### src/rtl/core/ppfa_pkg.sv
`default_nettype none

package ppfa_pkg;

  // default sizes
  localparam int unsigned MEM_WORDS_DEF = 65536;
  localparam int unsigned MAX_DIM_DEF   = 4096;

  // field widths
  localparam int unsigned DIM_W      = 13;
  localparam int unsigned FMT_W      = 3;
  localparam int unsigned X_W        = 12;
  localparam int unsigned Y_W        = 12;
  localparam int unsigned PIX_W      = 32;
  localparam int unsigned ST_W       = 2;
  localparam int unsigned CFG_IDX_W  = 2;
  localparam int unsigned CFG_DATA_W = 13;
  localparam int unsigned OFF_W      = 14;   // byte offset inside a row
  localparam int unsigned PROD_W     = 25;   // row * row_words
  localparam int unsigned IDXW       = 26;   // full word index before range check

  // pixel formats
  localparam logic [FMT_W-1:0] FMT_1BPP  = 3'd0;
  localparam logic [FMT_W-1:0] FMT_4BPP  = 3'd1;
  localparam logic [FMT_W-1:0] FMT_8BPP  = 3'd2;
  localparam logic [FMT_W-1:0] FMT_16BPP = 3'd3;
  localparam logic [FMT_W-1:0] FMT_24BPP = 3'd4;
  localparam logic [FMT_W-1:0] FMT_32BPP = 3'd5;

  // request kinds
  localparam logic CMD_READ  = 1'b0;
  localparam logic CMD_WRITE = 1'b1;

  // result status
  localparam logic [ST_W-1:0] STATUS_OK      = 2'd0;
  localparam logic [ST_W-1:0] STATUS_OUTSIDE = 2'd1;
  localparam logic [ST_W-1:0] STATUS_BEYOND  = 2'd2;

  // register indexes
  localparam logic [CFG_IDX_W-1:0] CFG_WIDTH  = 2'd0;
  localparam logic [CFG_IDX_W-1:0] CFG_HEIGHT = 2'd1;
  localparam logic [CFG_IDX_W-1:0] CFG_FORMAT = 2'd2;

  typedef struct packed {
    logic clr;
    logic capture;
    logic calc;
    logic check;
    logic rd_lo;
    logic rd_hi;
    logic cap_lo;
    logic modify;
    logic wr_lo;
    logic wr_hi;
    logic load_out;
  } ppfa_cmd_t;

  typedef struct packed {
    logic clr_last;
    logic err;
    logic span;
    logic is_write;
  } ppfa_stat_t;

  function automatic logic [PIX_W-1:0] fmt_mask(input logic [FMT_W-1:0] fmt);
    logic [PIX_W-1:0] m;
    unique case (fmt)
      FMT_1BPP:  m = 32'h0000_0001;
      FMT_4BPP:  m = 32'h0000_000f;
      FMT_8BPP:  m = 32'h0000_00ff;
      FMT_16BPP: m = 32'h0000_ffff;
      FMT_24BPP: m = 32'h00ff_ffff;
      default:   m = 32'hffff_ffff;
    endcase
    return m;
  endfunction

endpackage

`default_nettype wire

### src/rtl/core/ppfa_ctrl.sv
`default_nettype none

module ppfa_ctrl import ppfa_pkg::*; (
  input  wire logic       clk,
  input  wire logic       rst_n,
  input  wire logic       in_tvalid,
  output logic            in_tready,
  output logic            out_tvalid,
  input  wire logic       out_tready,
  input  wire ppfa_stat_t st,
  output ppfa_cmd_t       cmd
);

  localparam logic [3:0] S_CLEAR  = 4'd0;
  localparam logic [3:0] S_IDLE   = 4'd1;
  localparam logic [3:0] S_ADDR   = 4'd2;
  localparam logic [3:0] S_CHECK  = 4'd3;
  localparam logic [3:0] S_READ0  = 4'd4;
  localparam logic [3:0] S_READ1  = 4'd5;
  localparam logic [3:0] S_MODIFY = 4'd6;
  localparam logic [3:0] S_WRITE1 = 4'd7;
  localparam logic [3:0] S_RESULT = 4'd8;

  logic [3:0] state_r, state_nxt;
  logic       out_valid_r, out_valid_nxt;
  logic       slot_free;

  assign slot_free = !out_valid_r || out_tready;

  always_comb begin
    state_nxt = state_r;
    cmd       = '0;
    unique case (state_r)
      S_CLEAR: begin
        cmd.clr = 1'b1;
        if (st.clr_last) state_nxt = S_IDLE;
      end
      S_IDLE: begin
        if (in_tvalid) begin
          cmd.capture = 1'b1;
          state_nxt   = S_ADDR;
        end
      end
      S_ADDR: begin
        cmd.calc  = 1'b1;
        state_nxt = S_CHECK;
      end
      S_CHECK: begin
        cmd.check = 1'b1;
        state_nxt = st.err ? S_RESULT : S_READ0;
      end
      S_READ0: begin
        cmd.rd_lo = 1'b1;
        state_nxt = S_READ1;
      end
      S_READ1: begin
        cmd.cap_lo = 1'b1;
        cmd.rd_hi  = st.span;
        state_nxt  = S_MODIFY;
      end
      S_MODIFY: begin
        cmd.modify = 1'b1;
        cmd.wr_lo  = st.is_write;
        state_nxt  = (st.is_write && st.span) ? S_WRITE1 : S_RESULT;
      end
      S_WRITE1: begin
        cmd.wr_hi = 1'b1;
        state_nxt = S_RESULT;
      end
      S_RESULT: begin
        if (slot_free) begin
          cmd.load_out = 1'b1;
          state_nxt    = S_IDLE;
        end
      end
      default: state_nxt = S_IDLE;
    endcase
  end

  always_comb begin
    out_valid_nxt = out_valid_r;
    if (cmd.load_out) out_valid_nxt = 1'b1;
    else if (out_tready) out_valid_nxt = 1'b0;
  end

  always_ff @(posedge clk) begin
    if (!rst_n) begin
      state_r     <= S_CLEAR;
      out_valid_r <= 1'b0;
    end else begin
      state_r     <= state_nxt;
      out_valid_r <= out_valid_nxt;
    end
  end

  assign in_tready  = state_r == S_IDLE;
  assign out_tvalid = out_valid_r;

endmodule

`default_nettype wire
### config.mk
export PLATFORM = sky130hd
export DESIGN_NAME = ppfa_ctrl
export DESIGN_NICKNAME = d
export VERILOG_FILES = /design/src/rtl/core/ppfa_pkg.sv /design/src/rtl/core/ppfa_ctrl.sv
export SDC_FILE = /design/constraint.sdc
export NUM_CORES = 1
export LEC_CHECK = 0
export BUFFER_PORTS_ARGS = -buffer_cell sky130_fd_sc_hd__buf_2
export CELL_PAD_IN_SITES_DETAIL_PLACEMENT = 1
export CELL_PAD_IN_SITES_GLOBAL_PLACEMENT = 2
export CORE_ASPECT_RATIO = 1.2
export CORE_MARGIN = 4
export CORE_UTILIZATION = 20
export CTS_CLUSTER_SIZE = 8
export DETAILED_ROUTE_END_ITERATION = 10
export GPL_TIMING_DRIVEN = 1
export HOLD_SLACK_MARGIN = 0.15
export PLACE_DENSITY = 0.8
export REMOVE_ABC_BUFFERS = 1
export SLEW_MARGIN = 20
export SYNTH_ARGS = -nofsm -noshare
export SYNTH_HDL_FRONTEND = slang
export SYNTH_SLANG_ARGS = --single-unit
### constraint.sdc
create_clock -name clk -period 2.13 [get_ports clk]
set_clock_uncertainty 0.1 [all_clocks]
set_input_delay 0.5325 -clock clk [delete_from_list [all_inputs] [get_ports clk]]
set_output_delay 0.5325 -clock clk [all_outputs]
set_load 0.02 [all_outputs]
==> impl_metrics.json <==
{
  "status": "finished clean",
  "r2r_end": "state_r[0]",
  "synth_seq_area_share_pct": 26.7,
  "antenna_cells": 0,
  "cts_resized": 0,
  "syn2layout_area_growth_pct": 33.7,
  "fin_crit_sh_pct": 96.7,
  "htree_levels": 1,
  "die_h_um": 55.5,
  "grt_pass1_wl_um": 1650,
  "io_buffer_count": 20,
  "dr.pass1.iters": 2,
  "synth_ff_type": "dfxtp_1",
  "numPlacedInstances": 83,
  "vias": 414,
  "place.gp.congestion": 0.683,
  "n_fill_cell": 216,
  "fp.dieW_um": 47.5,
  "design.die.area_um2": 2640,
  "synthArstFlopShare_pct": 0,
  "synth-seq-cells": 5,
  "grt_overflow": 0,
  "min_path_type": "in -> reg",
  "synth_top_area_share_pct": 26.7,
  "clk_pin_slew_ps": 50,
  "initial_core_util_pct": 22.1,
  "min_path_cells": 2,
  "grtUsageTotal_pct": 8.76,
  "setup_viol": 0,
  "cp-end-kind": "output port",
  "critPathRequiredTime_ps": 1500,
  "final_cell_mix": "buf_2 (20), nor3_1 (5), nor2_1 (5)",
  "r2r_start": "state_r[2]",
  "vias_per_cell": 4.76,
  "wl_per_cell_um": 12.3,
  "crit_fanout": 10,
  "powerDensity_nw_per_um2": 523,
  "wl_um": 1070,
  "final_common_cell": "buf_2",
  "numCtsBuffers": 3,
  "ctsRootBufferMaster": "clkbuf_4",
  "hp-start": "rst_n",
  "ant_nets": 0,
  "finalHoldViolCount": 0,
  "drc": 0,
  "max_freq_mhz": 486,
  "synth_top_area_cell": "dfxtp_1",
  "clk_latency_ps": 250,
  "rsz0062_at_grt": "no",
  "maxSlewHeadroom_pct": 76.9,
  "path_class": "reg -> out",
  "ys_types": 26,
  "final-max-slew-violation-count": 0,
  "synth_enable_flop_cells": 0,
  "cp-start-kind": "flip-flop",
  "coreArea_um2": 1700,
  "syn_inst": 50,
  "yosys_warnings": 0,
  "nNetsFinal": 78,
  "reg2reg_slack_ps": 690,
  "syn_area_per_cell_um2": 7.51,
  "drive_above_1_share_pct": 39.1,
  "drt_iter0_markers": 1,
  "postLayoutSetupSlackWorst_ps": 71.0,
  "cts_tree": "done",
  "synth_area_um2": 375,
  "max-vdd-ir-drop_mv": 0.225,
  "crit_arrival_ps": 1430,
  "grt_max_degree": 12,
  "rows": 16,
  "dp_hpwl_um": 820,
  "clock_path_buffers": 2,
  "cts.sinks": 5,
  "whs_endpoint": "state_r[3]",
  "ctsHoldBuffers": 0,
  "synthTopCellsByArea": "dfxtp_1 (27%), nand2b_1 (6.7%), nor3_1 (6.7%)",
  "min_period_ps": 2060,
  "antenna_found_initial": 0,
  "grt_pass1_vias": 394,
  "dp_slack_ps": 335,
  "leakagePower_nw": 0.242,
  "num_io_pins": 21,
  "fin_cells": 87,
  "drv_cap": 0,
  "worst_slew_pin_slew_ps": 346,
  "post-cts-setup-buffers": 0,
  "tns_ps": 0,
  "worstRegToRegCells": 3
}
==> report_power, final <==
part	switching [mW]	internal (mW)	leakage (nW)
clock network	0.0447	0.0712	0.0150
logic	0.0241	0.0186	0.186
registers	0.00683	0.0969	0.0413
==> area by class of cell <==
type / count / area (um^2) / area share [%]
inverter: 2 / 7.51 / 1.50
sequential: 5 / 103 / 20.4
timing repair buffer: 20 / 100 / 20.0
multi-input combinational: 38 / 243 / 48.4
clock buffer: 4 / 26.3 / 5.24
tap: 18 / 22.5 / 4.49
==> routing by layer <==
metal	vias up	track usage, %	wire, um
met5	-	0	0
met4	0	4.62	21
met3	3	3.90	85
met2	15	12.5	476
met1	181	10.7	486
li1	215	-	-
==> logic make-up (layout without fill, tap and decap cells) <==
| family | Yosys count | after routing | synth area share, % |
|---|---|---|---|
| AND/OR/NAND/NOR | 27 | 27 | 41.7 |
| flip-flops | 5 | 5 | 26.7 |
| AO/OA/AOI/OAI | 11 | 11 | 21.3 |
| buffers and inverters | 7 | 26 | 10.3 |
==> worst max-delay path, stage by stage (launching register included) <==
cell and delay (ps):
dfxtp_1 400, or4_1 560, inv_1 60, buf_2 150
==> synth_stat cells (2+ instances only) <==
cell type and n:
dfxtp_1 5, nor2_1 5, nor3_1 5, nand2b_1 4, and2_1 3, a21oi_1 2
and3b_1 2, clkbuf_1 2, inv_1 2, nand2_1 2, nor2b_1 2, o21ai_0 2
==> state kept, by name (all words and copies together), names as in the netlist <==
name / cells
out_tvalid: 1
state_r: 4
==> through the flow <==
step	hold WS, ps	power, mW	instance area (um^2)	utilization [%]
after global routing	460	0.277	502	29.5
final	444	0.262	502	29.5
after floorplan	441	0.129	344	-
after detailed placement	513	0.148	467	27.4
after CTS	447	0.266	493	29.0
after global placement	507	0.148	467	27.4
==> worst max path at each step <==
stage | startpoint | end | slack (ps)
CTS | state_r[3] | cmd[0] | 20
floorplan | state_r[0] | cmd[9] | 130
detailed placement | state_r[3] | cmd[10] | 340
global placement | state_r[3] | cmd[0] | 340
finish | state_r[2] | cmd[10] | 70
global route | state_r[2] | cmd[10] | 20
Power figures use the tool's default switching activity.
